`config.mk`:
```
export PLATFORM = sky130hd
export DESIGN_NAME = decimal_text_to_int_range_check
export DESIGN_NICKNAME = d
export VERILOG_FILES = /design/src/hdl/dtic_pkg.sv /design/src/hdl/decimal_text_to_int_range_check.sv
export SDC_FILE = /design/constraint.sdc
export NUM_CORES = 1
export LEC_CHECK = 0
export BUFFER_PORTS_ARGS = -buffer_cell sky130_fd_sc_hd__buf_4
export CORE_MARGIN = 2
export CORE_UTILIZATION = 55
export CTS_BUF_LIST = sky130_fd_sc_hd__clkbuf_4 sky130_fd_sc_hd__clkbuf_8
export DETAILED_ROUTE_END_ITERATION = 10
export PLACE_DENSITY = 0.73
export SLEW_MARGIN = 15
export SYNTH_ARGS = -nofsm -noshare
export SYNTH_HDL_FRONTEND = slang
export SYNTH_SLANG_ARGS = --single-unit
export TNS_END_PERCENT = 30
```
`constraint.sdc`:
```
create_clock -name aclk -period 16.2 [get_ports aclk]
set_clock_uncertainty 0.2 [all_clocks]
set_input_delay 3.24 -clock aclk [delete_from_list [all_inputs] [get_ports aclk]]
set_output_delay 3.24 -clock aclk [all_outputs]
set_load 0.05 [all_outputs]
```
`src/hdl/dtic_pkg.sv`:
```
// Package for the decimal text to integer converter with range check.
// Holds character codes, register indexes and the parser position type.
// No dependencies.
`timescale 1ns / 1ps

package dtic_pkg;

    // Width of the value path and of the range registers.
    localparam int unsigned DATA_W = 32;

    // ASCII codes that the parser recognizes.
    localparam logic [7:0] CHAR_NUL   = 8'h00;
    localparam logic [7:0] CHAR_PLUS  = 8'h2B;
    localparam logic [7:0] CHAR_MINUS = 8'h2D;
    localparam logic [7:0] CHAR_ZERO  = 8'h30;
    localparam logic [7:0] CHAR_NINE  = 8'h39;

    // Configuration register indexes.
    typedef enum logic [1:0] {
        REG_SIGNED_MODE    = 2'd0,
        REG_SIGNED_MIN     = 2'd1,
        REG_SIGNED_MAX     = 2'd2,
        REG_UNSIGNED_LIMIT = 2'd3
    } reg_index_t;

    // Where the parser stands within the current string.
    typedef enum logic [2:0] {
        POS_START  = 3'b001,
        POS_SIGN   = 3'b010,
        POS_DIGITS = 3'b100
    } position_t;

endpackage

```
`src/hdl/decimal_text_to_int_range_check.sv`:
```
// Top level of the decimal text to integer converter with range check.
// Depends on dtic_pkg for character codes, register indexes and types.
`timescale 1ns / 1ps

// Usage:
// Characters enter on the s_ channel, one per request. A zero byte ends a
// string and produces exactly one request on the m_ channel carrying m_ok and
// m_result_value; other characters produce nothing. Each character is first
// captured in an input register and is processed from there, where the overflow
// check (magnitude times ten plus digit against the limit) and the state update
// happen; a terminator writes the output register in that cycle. A result passes
// the input register and then the output register before m_valid rises, and one
// character is taken every cycle while no terminator waits. When the receiver
// stalls with a result pending, digits keep flowing; only a second terminator
// waits in the input register until the output register is taken, which then
// holds s_ready low. The configuration channel is always ready; the user must
// write it only between strings, which the block itself does not enforce. Reset
// (aresetn low, synchronous) empties both registers, returns the parser to the
// string start and loads the default range: signed mode, full 32-bit signed range and full unsigned limit.
module decimal_text_to_int_range_check
    import dtic_pkg::*;
(
    input  logic              aclk,
    input  logic              aresetn,

    input  logic              cfg_valid,
    output logic              cfg_ready,
    input  logic [1:0]        cfg_index,
    input  logic [DATA_W-1:0] cfg_data,

    input  logic              s_valid,
    output logic              s_ready,
    input  logic [7:0]        s_character,

    output logic              m_valid,
    input  logic              m_ready,
    output logic              m_ok,
    output logic [DATA_W-1:0] m_result_value
);

    // Configuration registers.
    logic              signed_mode_reg;
    logic [DATA_W-1:0] signed_min_reg;
    logic [DATA_W-1:0] signed_max_reg;
    logic [DATA_W-1:0] unsigned_limit_reg;

    // Input register.
    logic              in_valid_reg;
    logic [7:0]        in_char_reg;

    // Parser state.
    position_t         pos_reg,    pos_next;
    logic              neg_reg,    neg_next;
    logic              failed_reg, failed_next;
    logic [DATA_W-1:0] mag_reg,    mag_next;

    // Output register.
    logic              m_valid_reg;
    logic              m_ok_reg,    m_ok_next;
    logic [DATA_W-1:0] m_value_reg, m_value_next;

    logic              is_term;
    logic              advance;
    logic              is_digit;
    logic              is_sign;
    logic [3:0]        digit;
    logic [DATA_W-1:0] limit;
    logic [DATA_W+3:0] scaled;
    logic              overflow;
    logic signed [DATA_W+1:0] lo_ext;
    logic signed [DATA_W+1:0] hi_ext;
    logic signed [DATA_W+1:0] value_ext;
    logic              in_range;

    assign cfg_ready = 1'b1;

    // Configuration writes.
    always_ff @(posedge aclk) begin
        if (!aresetn) begin
            signed_mode_reg    <= 1'b1;
            signed_min_reg     <= {1'b1, {(DATA_W-1){1'b0}}};
            signed_max_reg     <= {1'b0, {(DATA_W-1){1'b1}}};
            unsigned_limit_reg <= {DATA_W{1'b1}};
        end else if (cfg_valid && cfg_ready) begin
            case (reg_index_t'(cfg_index))
                REG_SIGNED_MODE:    signed_mode_reg    <= cfg_data[0];
                REG_SIGNED_MIN:     signed_min_reg     <= cfg_data;
                REG_SIGNED_MAX:     signed_max_reg     <= cfg_data;
                REG_UNSIGNED_LIMIT: unsigned_limit_reg <= cfg_data;
                default: ;
            endcase
        end
    end

    // Handshake: a terminator can only move on when the output register is free.
    assign is_term = (in_char_reg == CHAR_NUL);
    assign advance = in_valid_reg && (!is_term || !m_valid_reg || m_ready);
    assign s_ready = !in_valid_reg || advance;

    // Input register.
    always_ff @(posedge aclk) begin
        if (!aresetn) begin
            in_valid_reg <= 1'b0;
        end else if (s_ready) begin
            in_valid_reg <= s_valid;
        end
    end

    always_ff @(posedge aclk) begin
        if (s_valid && s_ready) begin
            in_char_reg <= s_character;
        end
    end

    // Character classification.
    always_comb begin
        is_digit = in_char_reg inside {[CHAR_ZERO:CHAR_NINE]};
        is_sign  = (in_char_reg == CHAR_PLUS) || (in_char_reg == CHAR_MINUS);
        digit    = in_char_reg[3:0];
    end

    // Magnitude limit for the next digit, chosen by mode and sign.
    always_comb begin
        if (!signed_mode_reg) begin
            limit = unsigned_limit_reg;
        end else if (neg_reg) begin
            limit = signed_min_reg[DATA_W-1] ? (~signed_min_reg + 1'b1) : '0;
        end else begin
            limit = (!signed_max_reg[DATA_W-1] && (signed_max_reg != '0)) ?
                    signed_max_reg : '0;
        end
    end

    // Ten times the magnitude plus the digit, four bits wider than the value.
    // Exceeding the limit here is the same as the quotient/remainder test.
    always_comb begin
        scaled   = ({4'b0, mag_reg} << 3) + ({4'b0, mag_reg} << 1) + {{DATA_W{1'b0}}, digit};
        overflow = scaled > {4'b0, limit};
    end

    // Signed range check at the terminator.
    always_comb begin
        lo_ext    = {{2{signed_min_reg[DATA_W-1]}}, signed_min_reg};
        hi_ext    = {{2{signed_max_reg[DATA_W-1]}}, signed_max_reg};
        value_ext = neg_reg ? -$signed({2'b00, mag_reg}) : $signed({2'b00, mag_reg});
        in_range  = (lo_ext <= hi_ext) && (value_ext >= lo_ext) && (value_ext <= hi_ext);
    end

    // Next parser state and result.
    always_comb begin
        pos_next     = pos_reg;
        neg_next     = neg_reg;
        failed_next  = failed_reg;
        mag_next     = mag_reg;
        m_ok_next    = 1'b0;
        m_value_next = '0;
        if (is_term) begin
            if (!failed_reg && (pos_reg == POS_DIGITS)) begin
                if (signed_mode_reg) begin
                    if (in_range) begin
                        m_ok_next    = 1'b1;
                        m_value_next = value_ext[DATA_W-1:0];
                    end
                end else if (!neg_reg && (mag_reg <= unsigned_limit_reg)) begin
                    m_ok_next    = 1'b1;
                    m_value_next = mag_reg;
                end
            end
            pos_next    = POS_START;
            neg_next    = 1'b0;
            failed_next = 1'b0;
            mag_next    = '0;
        end else if (!failed_reg) begin
            if (is_digit) begin
                if (overflow) begin
                    failed_next = 1'b1;
                end else begin
                    mag_next = scaled[DATA_W-1:0];
                    pos_next = POS_DIGITS;
                end
            end else if (signed_mode_reg && (pos_reg == POS_START) && is_sign) begin
                neg_next = (in_char_reg == CHAR_MINUS);
                pos_next = POS_SIGN;
            end else begin
                failed_next = 1'b1;
            end
        end
    end

    // Parser state registers.
    always_ff @(posedge aclk) begin
        if (!aresetn) begin
            pos_reg    <= POS_START;
            neg_reg    <= 1'b0;
            failed_reg <= 1'b0;
            mag_reg    <= '0;
        end else if (advance) begin
            pos_reg    <= pos_next;
            neg_reg    <= neg_next;
            failed_reg <= failed_next;
            mag_reg    <= mag_next;
        end
    end

    // Output register.
    always_ff @(posedge aclk) begin
        if (!aresetn) begin
            m_valid_reg <= 1'b0;
        end else if (advance && is_term) begin
            m_valid_reg <= 1'b1;
        end else if (m_ready) begin
            m_valid_reg <= 1'b0;
        end
    end

    always_ff @(posedge aclk) begin
        if (advance && is_term) begin
            m_ok_reg    <= m_ok_next;
            m_value_reg <= m_value_next;
        end
    end

    assign m_valid        = m_valid_reg;
    assign m_ok           = m_ok_reg;
    assign m_result_value = m_value_reg;

`ifndef ASSERT_OFF
    // A rejected string always reports a zero value.
    assert property (@(posedge aclk) disable iff (!aresetn)
        m_valid_reg && !m_ok_reg |-> m_value_reg == '0)
        else $error("result value not zero on a rejected string");

    // A processed terminator always loads the output register.
    assert property (@(posedge aclk) disable iff (!aresetn)
        advance && is_term |=> m_valid_reg)
        else $error("terminator processed without a result");

    // At the string start no digits or sign have been taken.
    assert property (@(posedge aclk) disable iff (!aresetn)
        pos_reg == POS_START |-> mag_reg == '0 && !neg_reg)
        else $error("parser state not clear at string start");

    // A waiting terminator never overwrites a result that is still held.
    assert property (@(posedge aclk) disable iff (!aresetn)
        m_valid_reg && !m_ready && in_valid_reg && is_term |-> !advance)
        else $error("pending result overwritten");
`endif

endmodule

```
==> implementation parameters <==
Parameter                              Value

CTS
  Skew-Pair Late Insertion Delay ... between 0.4 and 0.5 ns
  Clock tree from TritonCTS ... done
  Number of clock sinks ... between 150 and 200
  Post-cts resize count ... 0
  Hold buffers post-CTS ... 0
  Maximum number of buffers from clock root to sink ... 2
  Clock buffer count from CTS ... 17
  Clock root buffer master ... clkbuf_8
  Clock-pin slew reported for the worst setup and hold paths after clock tree synthesis ... approximately 0.10 ns
  Number of post-CTS setup repair buffers ... 0
  Deepest level of the CTS H-tree ... 4

Layout
  Commonest cells after routing, fill and taps aside ... nand2_1 (244), ha_1 (229), dfxtp_1 (135), inv_1 (118), buf_4 (93)
  Final standard cell utilization of the core ... 0.604
  Layout Nets ... between 2,000 and 2,500
  Post-route cell area ... around 16,000 sq um
  Fillers ... 2,384
  Area growth from synthesis to layout ... 8.12%
  Share of cells above drive strength 1 ... 0.0898
  Most common cell after layout, fill and taps aside ... nand2_1
  Inserted Diodes ... 0

Drt
  Count of vias placed by the detailed router ... ~13,000
  Wire length reported by the detailed router ... about 44,000 um
  Initial DRC Count ... approximately 1,400
  DR WL met2 ... 19,400 um
  Topmost layer with routed signal wires ... met4
  DR DRC count ... 0
  Routed wl met3 ... between 3000 and 4000 um
  Number of routed nets with antenna violations ... 0
  Detail-routed via count per cell ... around 6.4
  Wire length on met1 ... between 20,000 and 25,000 um
  Router iterations before antenna repair ... 7
  Routed len/inst ... roughly 21 um

Setup path
  Cell-by-cell trace of the critical path ... buf_4 -> nand2b_1 -> nor2_1 -> inv_1 -> buf_4
  Crit path top cell by count ... buf_4
  Kind of critical path ... in -> out
  Number of buffers and inverters on the critical path ... 3
  Register-to-Register Setup Slack ... between 9 and 10 ns
  Endpoint type of the worst setup path ... primary output
  Maximum fanout along the worst path ... 3
  Critical Path RT ... about 13 ns
  Cell type of the slowest stage on the worst timing path ... nor2_1
  Max stage delay on crit path ... between 0.15 and 0.2 ns
  CP startpoint kind ... primary input
  Arrival time reported for the critical path endpoint ... ~3.9 ns
  Family with the most delay on the worst path ... buffers and inverters

STA
  RSZ-0062 raised after global routing ... false
  Final Max Tran Viols ... 0
  Finish-stage setup viols ... 0
  Final period demand of the worst path ... 7.38 ns
  Setup TNS after final layout ... 0 ns
  Number of failing hold endpoints at the final stage ... 0
  Post-route worst setup slack ... approximately 8.8 ns
  Slew at the pin closest to its max-slew limit ... 1.13 ns
  Share of the clock period used by the worst path ... 0.456
  Achievable frequency ... approximately 0.14 GHz
  Normalized max-slew margin ... 0.246

Logic synthesis
  Cell area after synthesis ... approximately 15,000 sq um
  Sequential share of the synthesized area ... 0.272
  Async SR Flop Fraction ... 0
  Post-synth net total ... ~2,000
  Dominant synthesized flop cell ... dfxtp_1
  Number of instances in the synthesized netlist ... around 1,700
  Warning count from the yosys run ... 0
  Number of flops mapped to enable cells by yosys ... 41
  Flop and latch count out of synthesis ... about 180
  Library cells used by synthesis ... 83
  Post-synthesis area per instance ... 8.45 sq um

Die
  Die span in y ... between 150 and 200 um
  Std-Cell Core Area ... approximately 26,000 sq um
  Width of the chip ... between 150 and 200 um
  Number of core rows ... 59
  DIE AREA ... roughly 28,000 sq um
  IO Count ... 83
  Starting density of the core ... 0.559

Placement
  GPL Wtd Cong ... between 0.9 and 1
  HPWL Detailed ... roughly 34,000 um
  Cell Area, Placed ... 15,300 sq um
  Pre-CTS worst setup slack ... ~8.8 ns
  Port-buffer cells ... between 80 and 90

Power
  Cell Pwr Density ... about 60 nW/um^2
  Static leakage ... 7.73 nW
  VDD IR max ... slightly below 50 uV

Global routing
  Final global-route overflow total ... 0
  Vias in the first global route ... between 10,000 and 15,000
  Wire length of the first global-routing pass ... roughly 69,000 um
  Antenna violations before repair ... 0
  Pin count of the biggest net entering global routing ... 109
  Global Route Usage Sum ... 0.314

Hold path
  Worst hold path type ... reg -> reg

Job
  Max_cap viols ... 0

Run status
  Outcome ... finished, final reports clean
==> final cells by class <==
cell class | instances | area [sq um] | share of cell area
multi-input cells | 1339 | 9790 | 0.624
flip-flops and latches | 177 | 3960 | 0.252
repair buffers | 93 | 698 | 0.0445
inverters | 118 | 443 | 0.0282
well taps | 335 | 419 | 0.0267
clock buffers | 19 | 249 | 0.0159
clock inverters | 13 | 143 | 0.00909
==> path summary, 6_finish.rpt <==
path                   start          end  depth (start not counted)
setup / recovery     m_ready      s_ready                          5
hold / removal    pos_reg[1]   pos_reg[1]                          2
setup reg to reg  mag_reg[2]  mag_reg[19]                         23
hold reg to reg   pos_reg[1]   pos_reg[1]                          2
==> Yosys cell counts (19+ instances only) <==
library cell  number  area [sq um]
nand4_1           55           344
nand3_1           31           155
a21oi_1           78           390
a22o_1            32           280
nor3_1            25           125
nor2_1            56           210
o211ai_1          85           638
nand2_1          244           916
dfxtp_1          136          2720
nor4_1            19           119
ha_1             229          2870
xnor2_1           71           622
a21o_1            55           413
clkbuf_1          65           244
a21boi_0          42           315
o21ai_0           83           415
edfxtp_1          41          1230
inv_1            118           443
==> power by group <==
| group | switching, mW | total [mW] | internal (mW) |
|---|---|---|---|
| Combinational | 0.0911 | 0.145 | 0.0539 |
| Clock | 0.190 | 0.321 | 0.131 |
| Sequential | 0.0118 | 0.474 | 0.463 |
==> tightest hold or removal path: cells and delay by family (launching register included) <==
family / cells / cell delay [ns]
AND/OR/NAND/NOR: 1 / 0.05
flip-flops: 1 / 0.33
AO/OA/AOI/OAI: 1 / 0.06
==> cells by family (layout without fill, tap and decap cells) <==
family / after synthesis / after routing / synth area share
AOI/OAI and AO/OA: 504 / 504 / 0.248
xor gates and xnor gates: 85 / 85 / 0.0513
adders and majority gates: 231 / 231 / 0.200
buffers and inverters: 202 / 243 / 0.0559
DFF: 177 / 177 / 0.272
muxes: 3 / 3 / 0.00215
other: 1 / 1 / 0.000258
and+or+nand+nor: 515 / 515 / 0.170
==> metrics by stage <==
step	power, mW	cells	hold WS [ns]
finish	0.941	2094	0.281
global route	0.974	2094	0.328
floorplan	0.576	1718	0.249
global placement	0.621	2062	0.260
detailed placement	0.625	2062	0.275
CTS	0.938	2094	0.287
==> routing by layer <==
metal / GRT usage / vias to the layer above
met5: 0 / -
met4: 0.0941 / 0
met3: 0.0525 / 76
met2: 0.489 / 507
met1: 0.447 / 6442
li1: - / 6401
Note: power is estimated with default switching activity, not from simulation.
